File: config.mk
export PLATFORM = sky130hd
export DESIGN_NAME = circular_deque
export DESIGN_NICKNAME = d
export VERILOG_FILES = /design/src/rtl/cdq_pkg.sv /design/src/rtl/cdq_ram.sv /design/src/rtl/cdq_ctrl.sv /design/src/rtl/cdq_dp.sv /design/src/rtl/circular_deque.sv
export SDC_FILE = /design/constraint.sdc
export NUM_CORES = 1
export LEC_CHECK = 0
export BUFFER_PORTS_ARGS = -buffer_cell sky130_fd_sc_hd__buf_2
export CAP_MARGIN = 0
export CORE_ASPECT_RATIO = 1.1
export CORE_MARGIN = 2
export CORE_UTILIZATION = 65
export DETAILED_ROUTE_END_ITERATION = 6
export GPL_ROUTABILITY_DRIVEN = 1
export PLACE_DENSITY = 0.84
export SLEW_MARGIN = 20
export SYNTH_ARGS = -nofsm -noshare
export SYNTH_HDL_FRONTEND = slang
export SYNTH_SLANG_ARGS = --single-unit
File: constraint.sdc
create_clock -name clk_i -period 10 [get_ports clk_i]
set_input_delay 2 -clock clk_i [delete_from_list [all_inputs] [get_ports clk_i]]
set_output_delay 2 -clock clk_i [all_outputs]
set_load 0.01 [all_outputs]
File: src/rtl/cdq_pkg.sv
package cdq_pkg;

  localparam int unsigned DEPTH  = 8;
  localparam int unsigned IDX_W  = $clog2(DEPTH);
  localparam int unsigned CNT_W  = $clog2(DEPTH + 1);
  localparam int unsigned DATA_W = 32;
  localparam int unsigned OP_W   = 2;
  localparam int unsigned STAT_W = 2;

  typedef enum logic [OP_W-1:0] {
    OP_PUSH_BACK  = 2'd0,
    OP_PUSH_FRONT = 2'd1,
    OP_POP_FRONT  = 2'd2,
    OP_POP_BACK   = 2'd3
  } op_e;

  typedef enum logic [STAT_W-1:0] {
    ST_OK    = 2'd0,
    ST_FULL  = 2'd1,
    ST_EMPTY = 2'd2
  } status_e;

  typedef struct packed {
    logic load_in;
    logic exec;
    logic load_out;
  } cmd_t;

  typedef struct packed {
    logic out_busy;
  } stat_t;

endpackage

File: src/rtl/cdq_ram.sv
module cdq_ram #(
  parameter int unsigned WIDTH = 32,
  parameter int unsigned DEPTH = 8
) (
  input  logic                     clk_i,
  input  logic                     we_i,
  input  logic [$clog2(DEPTH)-1:0] waddr_i,
  input  logic [WIDTH-1:0]         wdata_i,
  input  logic                     re_i,
  input  logic [$clog2(DEPTH)-1:0] raddr_i,
  output logic [WIDTH-1:0]         rdata_o
);

  logic [WIDTH-1:0] mem_q [DEPTH];
  logic [WIDTH-1:0] rdata_q;

  always_ff @(posedge clk_i) begin
    if (we_i) begin
      mem_q[waddr_i] <= wdata_i;
    end
    if (re_i) begin
      rdata_q <= mem_q[raddr_i];
    end
  end

  assign rdata_o = rdata_q;

endmodule

File: src/rtl/cdq_ctrl.sv
module cdq_ctrl
  import cdq_pkg::*;
(
  input  logic  clk_i,
  input  logic  rst_ni,
  input  logic  in_valid_i,
  output logic  in_ready_o,
  input  stat_t stat_i,
  output cmd_t  cmd_o
);

  typedef enum logic [1:0] {
    S_IDLE,
    S_EXEC,
    S_LOAD
  } state_e;

  state_e state_q, state_d;

  always_comb begin
    state_d        = state_q;
    cmd_o          = '0;
    in_ready_o     = 1'b0;
    case (state_q)
      S_IDLE: begin
        in_ready_o    = 1'b1;
        cmd_o.load_in = in_valid_i;
        if (in_valid_i) begin
          state_d = S_EXEC;
        end
      end
      S_EXEC: begin
        cmd_o.exec = 1'b1;
        state_d    = S_LOAD;
      end
      S_LOAD: begin
        if (!stat_i.out_busy) begin
          cmd_o.load_out = 1'b1;
          state_d        = S_IDLE;
        end
      end
      default: begin
        state_d = S_IDLE;
      end
    endcase
  end

  always_ff @(posedge clk_i or negedge rst_ni) begin
    if (!rst_ni) begin
      state_q <= S_IDLE;
    end else begin
      state_q <= state_d;
    end
  end

endmodule

File: src/rtl/cdq_dp.sv
module cdq_dp
  import cdq_pkg::*;
(
  input  logic                clk_i,
  input  logic                rst_ni,
  input  cmd_t                cmd_i,
  output stat_t               stat_o,
  input  logic [OP_W-1:0]     op_i,
  input  logic [DATA_W-1:0]   push_value_i,
  output logic                out_valid_o,
  input  logic                out_ready_i,
  output logic [DATA_W-1:0]   pop_value_o,
  output logic [STAT_W-1:0]   status_o
);

  localparam logic [IDX_W-1:0] LAST_IDX = IDX_W'(DEPTH - 1);
  localparam logic [CNT_W-1:0] FULL_CNT = CNT_W'(DEPTH);

  op_e                op_q;
  logic [DATA_W-1:0]  val_q;
  logic [IDX_W-1:0]   head_q, head_d;
  logic [IDX_W-1:0]   tail_q, tail_d;
  logic [CNT_W-1:0]   count_q, count_d;
  status_e            res_q, res_d;
  logic               pop_ok_q, pop_ok_d;
  logic [DATA_W-1:0]  out_data_q;
  status_e            out_stat_q;
  logic               out_valid_q;

  logic               full, empty;
  logic [IDX_W-1:0]   head_next, head_prev, tail_next, tail_prev;
  logic               ram_we, ram_re;
  logic [IDX_W-1:0]   ram_waddr, ram_raddr;
  logic [DATA_W-1:0]  ram_rdata;

  assign full      = (count_q == FULL_CNT);
  assign empty     = (count_q == '0);
  assign head_next = (head_q == LAST_IDX) ? '0 : head_q + 1'b1;
  assign head_prev = (head_q == '0) ? LAST_IDX : head_q - 1'b1;
  assign tail_next = (tail_q == LAST_IDX) ? '0 : tail_q + 1'b1;
  assign tail_prev = (tail_q == '0) ? LAST_IDX : tail_q - 1'b1;

  always_comb begin
    head_d    = head_q;
    tail_d    = tail_q;
    count_d   = count_q;
    res_d     = res_q;
    pop_ok_d  = pop_ok_q;
    ram_we    = 1'b0;
    ram_re    = 1'b0;
    ram_waddr = tail_q;
    ram_raddr = head_q;
    if (cmd_i.exec) begin
      res_d    = ST_OK;
      pop_ok_d = 1'b0;
      case (op_q)
        OP_PUSH_BACK: begin
          if (full) begin
            res_d = ST_FULL;
          end else begin
            ram_we  = 1'b1;
            tail_d  = tail_next;
            count_d = count_q + 1'b1;
          end
        end
        OP_PUSH_FRONT: begin
          ram_waddr = head_prev;
          if (full) begin
            res_d = ST_FULL;
          end else begin
            ram_we  = 1'b1;
            head_d  = head_prev;
            count_d = count_q + 1'b1;
          end
        end
        OP_POP_FRONT: begin
          if (empty) begin
            res_d = ST_EMPTY;
          end else begin
            ram_re   = 1'b1;
            pop_ok_d = 1'b1;
            head_d   = head_next;
            count_d  = count_q - 1'b1;
          end
        end
        OP_POP_BACK: begin
          ram_raddr = tail_prev;
          if (empty) begin
            res_d = ST_EMPTY;
          end else begin
            ram_re   = 1'b1;
            pop_ok_d = 1'b1;
            tail_d   = tail_prev;
            count_d  = count_q - 1'b1;
          end
        end
        default: begin
          res_d = ST_OK;
        end
      endcase
    end
  end

  cdq_ram #(
    .WIDTH (DATA_W),
    .DEPTH (DEPTH)
  ) u_ram (
    .clk_i   (clk_i),
    .we_i    (ram_we),
    .waddr_i (ram_waddr),
    .wdata_i (val_q),
    .re_i    (ram_re),
    .raddr_i (ram_raddr),
    .rdata_o (ram_rdata)
  );

  always_ff @(posedge clk_i) begin
    if (cmd_i.load_in) begin
      op_q  <= op_e'(op_i);
      val_q <= push_value_i;
    end
    res_q    <= res_d;
    pop_ok_q <= pop_ok_d;
    if (cmd_i.load_out) begin
      out_data_q <= pop_ok_q ? ram_rdata : '0;
      out_stat_q <= res_q;
    end
  end

  always_ff @(posedge clk_i or negedge rst_ni) begin
    if (!rst_ni) begin
      head_q      <= '0;
      tail_q      <= '0;
      count_q     <= '0;
      out_valid_q <= 1'b0;
    end else begin
      head_q  <= head_d;
      tail_q  <= tail_d;
      count_q <= count_d;
      if (cmd_i.load_out) begin
        out_valid_q <= 1'b1;
      end else if (out_ready_i) begin
        out_valid_q <= 1'b0;
      end
    end
  end

  assign stat_o.out_busy = out_valid_q && !out_ready_i;
  assign out_valid_o     = out_valid_q;
  assign pop_value_o     = out_data_q;
  assign status_o        = out_stat_q;

endmodule

File: src/rtl/circular_deque.sv
// An item passes the input register, the registered read of the entry RAM and
// the output register. The controller steps through accept, execute and load
// and takes no new item until load is done; load waits on an untaken result.
// A result waiting in the output register does not stop the next item's accept.
// Reset (rst_ni low, asynchronous): head, tail, count and output valid clear;
// the entry RAM is not cleared.
module circular_deque
  import cdq_pkg::*;
(
  input  logic              clk_i,
  input  logic              rst_ni,
  input  logic              s_axis_tvalid,
  output logic              s_axis_tready,
  input  logic [DATA_W-1:0] s_axis_tdata,  // [31:0] push_value
  input  logic [OP_W-1:0]   s_axis_tuser,  // [1:0] operation
  output logic              m_axis_tvalid,
  input  logic              m_axis_tready,
  output logic [DATA_W-1:0] m_axis_tdata,  // [31:0] pop_value
  output logic [STAT_W-1:0] m_axis_tuser   // [1:0] status
);

  cmd_t  cmd;
  stat_t stat;

  cdq_ctrl u_ctrl (
    .clk_i      (clk_i),
    .rst_ni     (rst_ni),
    .in_valid_i (s_axis_tvalid),
    .in_ready_o (s_axis_tready),
    .stat_i     (stat),
    .cmd_o      (cmd)
  );

  cdq_dp u_dp (
    .clk_i        (clk_i),
    .rst_ni       (rst_ni),
    .cmd_i        (cmd),
    .stat_o       (stat),
    .op_i         (s_axis_tuser),
    .push_value_i (s_axis_tdata),
    .out_valid_o  (m_axis_tvalid),
    .out_ready_i  (m_axis_tready),
    .pop_value_o  (m_axis_tdata),
    .status_o     (m_axis_tuser)
  );

endmodule

==> results.py, run 1 <==
metrics = {
    "clocking": {
        "cts_buffer_depth": 3,
        "htree_levels": 2,
        "cts.sinks": 372,
        "clk_pin_slew_ps": 60,
        "cts-hold-fix-buffers": 0,
        "cts_buffers": 36,
        "root_buffer": "clkbuf_16",
        "clkLatencyLatePin_ps": 520,
        "cts_resized": 0,
        "cts_setup_buffers": 0,
        "tritoncts": "yes",
    },
    "yosys": {
        "synth_top_family_by_area": "compound AO/OA/AOI/OAI gates",
        "synth_warnings": 0,
        "synth-seq-cells": 372,
        "seq_area_frac_synth": 0.764,
        "synth.distinct_cells": 45,
        "synth_compound_area_frac": 0.0978,
        "synth_area_mm2": 0.0145,
        "ys_top_cells_by_area": "edfxtp_1 74%, a211oi_1 5.0%, and3_1 4.4%, a2111oi_2 3.2%, mux2i_1 2.3%",
        "synth_top_cell_by_area": "edfxtp_1",
        "syn_area_per_cell_um2": 17.3,
        "synth_xor_xnor_area_share": 0.00301,
        "synth-simple-area-share": 0.0793,
        "synth_top_area_share": 0.741,
        "synth_fa_ha_area_frac": 0.0134,
        "synth_nets": 895,
        "synth_cells": 842,
        "synthMuxAreaShare": 0.0235,
    },
    "critical_path": {
        "crit_family": "simple AND/OR/NAND/NOR gates",
        "crit_path_end_kind": "flop",
        "path_buf_inv": 1,
        "slowest_delay_ps": 910,
        "startpoint_type": "flop",
        "crit_fanout": 99,
        "slowest_stage": "buf_4",
        "arrival_ps": 4800,
        "crit_type": "reg -> reg",
        "crit_chain": "ha_1, and3b_2, nand3_4, nand2_4, buf_4, mux2i_1, a2111oi_2",
        "cp.required_ps": 10310,
    },
    "power": {
        "p_int_w": 0.00313,
        "peakVddDrop_uv": 210,
        "p_sw_w": 0.00131,
        "power_density_mw_per_mm2": 270,
        "p_leak_nw": 5.81,
        "pwr-share-comb": 0.241,
        "seqPwrFrac": 0.460,
        "p_clk_frac": 0.299,
        "swShare": 0.296,
    },
    "cells_and_area": {
        "final_util": 0.746,
        "seqCellArea_mm2": 0.0111,
        "layout-drive-gt1-share": 0.198,
        "layout_commonest_cell": "edfxtp_1",
        "fin_cells": 1239,
        "fill_cells": 1214,
        "multi_input_area_mm2": 0.00322,
        "postLayoutCellArea_mm2": 0.0164,
        "nets": 972,
        "final_cell_mix": "359 x edfxtp_1, 102 x and3_1, 96 x a211oi_1",
        "area_growth_pct": 13.0,
        "antenna_cells": 0,
    },
    "floorplanning": {
        "rows": 57,
        "die_area_mm2": 0.0236,
        "die_x_um": 147,
        "core-area_mm2": 0.0220,
        "io_pins": 74,
        "initial_core_util": 0.660,
        "die_h_um": 161,
    },
    "sta": {
        "rsz0062_at_grt": "false",
        "final-setup-viol-count": 0,
        "finalHoldViolCount": 0,
        "period_minus_slack_ps": 4490,
        "fin_crit_sh": 0.449,
        "hold_ws_ps": 441,
        "maxSlewViolCount": 0,
        "max_slew_margin": 0.272,
        "setup_tns_ps": 0,
        "clock_skew_ps": 12.4,
        "worst_slew_pin_slew_ps": 1090,
        "max_freq_mhz": 223,
    },
    "grt": {
        "antenna_found_initial": 0,
        "first_global_vias": 8114,
        "grt_overflow": 0,
        "grt_start_max_net_pins": 100,
        "grt_usage": 0.243,
        "grt_pass1_wl_um": 43600,
    },
    "drt": {
        "postRouteAntennaNets": 0,
        "postRouteWirelength_um": 28300,
        "top_layer_used": "met4",
        "wl_met3_um": 1850,
        "drt-wirelength-per-cell_um": 22.8,
        "met2_length_um": 14800,
        "dr.pass1.iters": 5,
        "route.detailed.drc": 0,
        "drt_first_iter_violations": 680,
        "vias": 7861,
        "vias_per_cell": 6.34,
        "drt-met1-wl_um": 10700,
    },
    "placed_design": {
        "hpwl_um": 14200,
        "postPlaceCellArea_mm2": 0.0152,
        "io_buffers": 73,
        "place_congestion": 0.773,
        "dp.cells": 1172,
    },
    "status": {
        "status": "finished, final reports clean",
    },
    "run": {
        "drv_cap": 0,
    },
    "worst_hold_path": {
        "holdCritPathClass": "reg -> reg",
    },
}
-- registers in the layout (all words and copies together), names as in the netlist --
signal,cells
u_dp.pop_value_o,32
u_ctrl.state_q,2
u_dp.out_valid_o,1
u_dp.pop_ok_q,1
u_dp.res_q,2
u_dp.count_q,4
u_dp.op_q,2
u_dp.tail_q,3
u_dp.u_ram.rdata_o,32
u_dp.head_q,3
u_dp.u_ram.mem_q,256
u_dp.status_o,2
u_dp.val_q,32
-- final cells by class --
cell class                      instances  share of cell area
Multi-Input combinational cell        410               0.196
Tap cell                              295              0.0225
Sequential cell                       372               0.676
Inverter                                9             0.00206
Timing Repair Buffer                   90              0.0330
Clock buffer                           44              0.0580
Clock inverter                         19              0.0125
-- worst paths after layout --
kind,startpoint,endpoint,slack [ps],depth (start not counted)
setup / recovery,u_dp.op_q[0]$_DFFE_PP_,u_dp.u_ram.rdata_o[2]$_DFFE_PP_,5510,7
hold / removal,u_dp.res_q[1]$_SDFFCE_PP0N_,u_dp.status_o[1]$_DFFE_PP_,440,0
setup reg to reg,u_dp.op_q[0]$_DFFE_PP_,u_dp.u_ram.rdata_o[2]$_DFFE_PP_,5510,7
hold reg to reg,u_dp.res_q[1]$_SDFFCE_PP0N_,u_dp.status_o[1]$_DFFE_PP_,440,0
max in group asynchronous,rst_ni,u_dp.tail_q[2]$_DFFE_PN0P_,8400,1
min in group asynchronous,rst_ni,u_dp.head_q[2]$_DFFE_PN0P_,1370,1
-- metal layers --
metal	vias to the layer above	GRT usage
li1	3537	-
met1	3900	0.305
met2	348	0.424
met3	76	0.0401
met4	0	0.105
met5	-	0
-- through the flow --
step                      setup slack [ps]  power [W]
after floorplan                       5820    0.00284
after global placement                5780    0.00308
after detailed placement              5590    0.00312
after CTS                             5600    0.00445
after global routing                  5270    0.00463
final                                 5510    0.00444
-- Yosys cell counts, drive strengths merged --
master	number
nand2b	5
a32oi	3
o32a	1
a21boi	1
o211ai	2
nand3	2
a221oi	1
a211oi	96
and2	34
nand3b	1
inv	9
o32ai	1
o21a	2
clkbuf	29
fa	1
edfxtp	359
nor3	8
or3	1
o21ai	8
nor2	15
nor2b	2
a41oi	1
mux2i	33
and3	102
nor3b	3
nand2	19
dfrtp	13
mux2	1
nor4	1
buf	22
and3b	1
a2111oi	31
a21bo	1
a21oi	11
xnor2	3
a21o	2
a31o	1
xor2	2
ha	14
-- cells by family after synthesis --
family,count (synthesis)
mux,34
buf+inv,60
xor+xnor,5
compound gates,162
fa+ha+maj,15
simple gates,194
flops,372
-- power by group through the flow --
| stage | registers [W] | clock network [W] | logic [W] |
|---|---|---|---|
| 2_1_floorplan | 0.00204 | 0 | 0.000798 |
| 3_3_place_gp | 0.00207 | 0 | 0.00101 |
| 3_5_place_dp | 0.00207 | 0 | 0.00105 |
| 4_1_cts | 0.00204 | 0.00134 | 0.00106 |
| 5_1_grt | 0.00206 | 0.00141 | 0.00116 |
| 6_report | 0.00204 | 0.00133 | 0.00107 |
Note: power is estimated with default switching activity, not from simulation.
==> inputs of run 2 (changes only) <==
--- a/config.mk
+++ b/config.mk
@@ -9,10 +9,10 @@
 export CAP_MARGIN = 0
 export CORE_ASPECT_RATIO = 1.1
 export CORE_MARGIN = 2
-export CORE_UTILIZATION = 65
+export CORE_UTILIZATION = 55
 export DETAILED_ROUTE_END_ITERATION = 6
 export GPL_ROUTABILITY_DRIVEN = 1
-export PLACE_DENSITY = 0.84
+export PLACE_DENSITY = 0.76
 export SLEW_MARGIN = 20
 export SYNTH_ARGS = -nofsm -noshare
 export SYNTH_HDL_FRONTEND = slang
==> constraint.sdc (replaced) <==
create_clock -name clk_i -period 3.7 [get_ports clk_i]
set_input_delay 0.74 -clock clk_i [delete_from_list [all_inputs] [get_ports clk_i]]
set_output_delay 0.74 -clock clk_i [all_outputs]
set_load 0.01 [all_outputs]
==> run 2 against run 1 <==
Compared with the run above: final cell count up 5.7%; worst hold slack worse by 320 ps; clock power rose to 2.9 times the previous value; register-to-register slack worse by 4800 ps; die area up 18%; critical path depth up 1; sequential cell count unchanged; setup slack worse by 4800 ps; non-clock buffer count up 11; routed wire length about the same; sequential power rose to 2.7 times the previous value; design area up 1.3%.
==> results.py, run 2 (synthesis gave the netlist of run 1 again) <==
metrics = {
    "grt": {
        "first_global_vias": 7698,
        "antenna_found_initial": 0,
        "grt_pass1_wl_um": 44200,
        "grt_usage": 0.207,
        "grt_start_max_net_pins": 99,
        "grt_overflow": 0,
    },
    "drt": {
        "wl_met3_um": 1570,
        "vias_per_cell": 5.91,
        "route.detailed.drc": 0,
        "drt_first_iter_violations": 668,
        "drt-met1-wl_um": 11900,
        "top_layer_used": "met4",
        "postRouteWirelength_um": 28200,
        "met2_length_um": 14000,
        "drt-wirelength-per-cell_um": 21.6,
        "postRouteAntennaNets": 0,
        "dr.pass1.iters": 5,
        "vias": 7740,
    },
    "floorplanning": {
        "rows": 62,
        "die_area_mm2": 0.0278,
        "core-area_mm2": 0.0261,
        "initial_core_util": 0.558,
        "die_x_um": 159,
        "die_h_um": 175,
        "io_pins": 74,
    },
    "status": {
        "status": "finished, final reports clean",
    },
    "worst_hold_path": {
        "holdCritPathClass": "in -> async",
    },
    "critical_path": {
        "path_buf_inv": 2,
        "crit_fanout": 18,
        "crit_family": "compound AO/OA/AOI/OAI gates",
        "crit_path_end_kind": "flop",
        "arrival_ps": 3320,
        "slowest_delay_ps": 750,
        "crit_chain": "inv_1, ha_1, nor3_1, a21o_1, a32oi_2, buf_4, a211oi_1, a2111oi_2",
        "startpoint_type": "flop",
        "slowest_stage": "a32oi_2",
        "crit_type": "reg -> reg",
        "rrSetupSlack_ps": 700,
        "cp.required_ps": 4020,
    },
    "cells_and_area": {
        "largest_reg_flops": 256,
        "layout_commonest_cell": "edfxtp_1",
        "final_cell_mix": "359 x edfxtp_1, 102 x and3_1, 96 x a211oi_1",
        "antenna_cells": 0,
        "layout-drive-gt1-share": 0.209,
        "final_util": 0.639,
        "area_growth_pct": 14.5,
        "fill_cells": 1800,
        "postLayoutCellArea_mm2": 0.0166,
        "largest-register": "u_dp.u_ram.mem_q",
        "nets": 984,
    },
    "run": {
        "drv_cap": 0,
    },
    "clocking": {
        "cts_resized": 0,
        "cts_buffers": 37,
        "root_buffer": "clkbuf_16",
        "clkLatencyLatePin_ps": 530,
        "tritoncts": "yes",
        "cts_buffer_depth": 3,
        "htree_levels": 2,
        "cts.sinks": 372,
        "cts_setup_buffers": 0,
        "cts-hold-fix-buffers": 0,
        "clk_pin_slew_ps": 60,
    },
    "sta": {
        "max_freq_mhz": 333,
        "clock_skew_ps": 12.0,
        "period_minus_slack_ps": 3000,
        "worst_slew_pin_slew_ps": 1020,
        "final-setup-viol-count": 0,
        "maxSlewViolCount": 0,
        "rsz0062_at_grt": "false",
        "hold_ws_ps": 123,
        "setup_tns_ps": 0,
        "finalHoldViolCount": 0,
        "fin_crit_sh": 0.811,
        "max_slew_margin": 0.323,
    },
    "placed_design": {
        "hpwl_um": 15700,
        "place_congestion": 0.815,
        "io_buffers": 73,
        "postPlaceCellArea_mm2": 0.0154,
    },
    "power": {
        "swShare": 0.295,
        "power_density_mw_per_mm2": 737,
        "p_leak_nw": 5.89,
        "peakVddDrop_uv": 419,
        "p_int_w": 0.00865,
        "seqPwrFrac": 0.449,
        "pwr-share-comb": 0.241,
        "p_total_w": 0.0123,
        "p_clk_frac": 0.310,
        "p_sw_w": 0.00362,
    },
}
run 2: cell count changes in the layout (fill, tap and decap cells not counted), sizes merged:
cell,before,now
buf,90,101
bufinv,4,6
clkinv,13,11
inv,11,13
clkinvlp,0,1
run 2: metrics by stage:
step	setup WS, ps	cells
2_1_floorplan	139	842
3_3_place_gp	835	1244
3_5_place_dp	673	1244
4_1_cts	674	1310
5_1_grt	422	1310
6_report	699	1310
run 2: path summary, 6_finish.rpt:
kind | startpoint | endpoint | cells after the start
setup / recovery | u_dp.tail_q[0]$_DFFE_PN0P_ | u_dp.u_ram.rdata_o[30]$_DFFE_PP_ | 8
hold / removal | rst_ni | u_dp.count_q[3]$_DFFE_PN0P_ | 1
setup reg to reg | u_dp.tail_q[0]$_DFFE_PN0P_ | u_dp.u_ram.rdata_o[30]$_DFFE_PP_ | 8
hold reg to reg | u_dp.res_q[1]$_SDFFCE_PP0N_ | u_dp.status_o[1]$_DFFE_PP_ | 0
max in group asynchronous | rst_ni | u_dp.head_q[0]$_DFFE_PN0P_ | 1
min in group clk_i | s_axis_tdata[9] | u_dp.val_q[9]$_DFFE_PP_ | 1
run 2: area by class of cell:
| class | count | area [um^2] | share of cell area |
|---|---|---|---|
| clock buffers | 44 | 952 | 0.0572 |
| multi-input cells | 410 | 3230 | 0.194 |
| repair buffers | 101 | 601 | 0.0361 |
| clock inverters | 22 | 279 | 0.0168 |
| inverters | 9 | 33.8 | 0.00203 |
| well taps | 352 | 440 | 0.0265 |
| flip-flops and latches | 372 | 11100 | 0.667 |
run 2: power groups by stage:
stage / Clock, W / Combinational, W / Sequential [W]
6_report: 0.00380 / 0.00296 / 0.00550
5_1_grt: 0.00402 / 0.00325 / 0.00555
2_1_floorplan: 0 / 0.00216 / 0.00552
3_3_place_gp: 0 / 0.00291 / 0.00557
4_1_cts: 0.00385 / 0.00298 / 0.00551
3_5_place_dp: 0 / 0.00298 / 0.00559
run 2: metal layers:
layer | vias to the layer above | global-route usage
met2 | 263 | 0.339
met5 | - | 0
met1 | 3859 | 0.285
met4 | 0 | 0.0697
li1 | 3557 | -
met3 | 61 | 0.0346
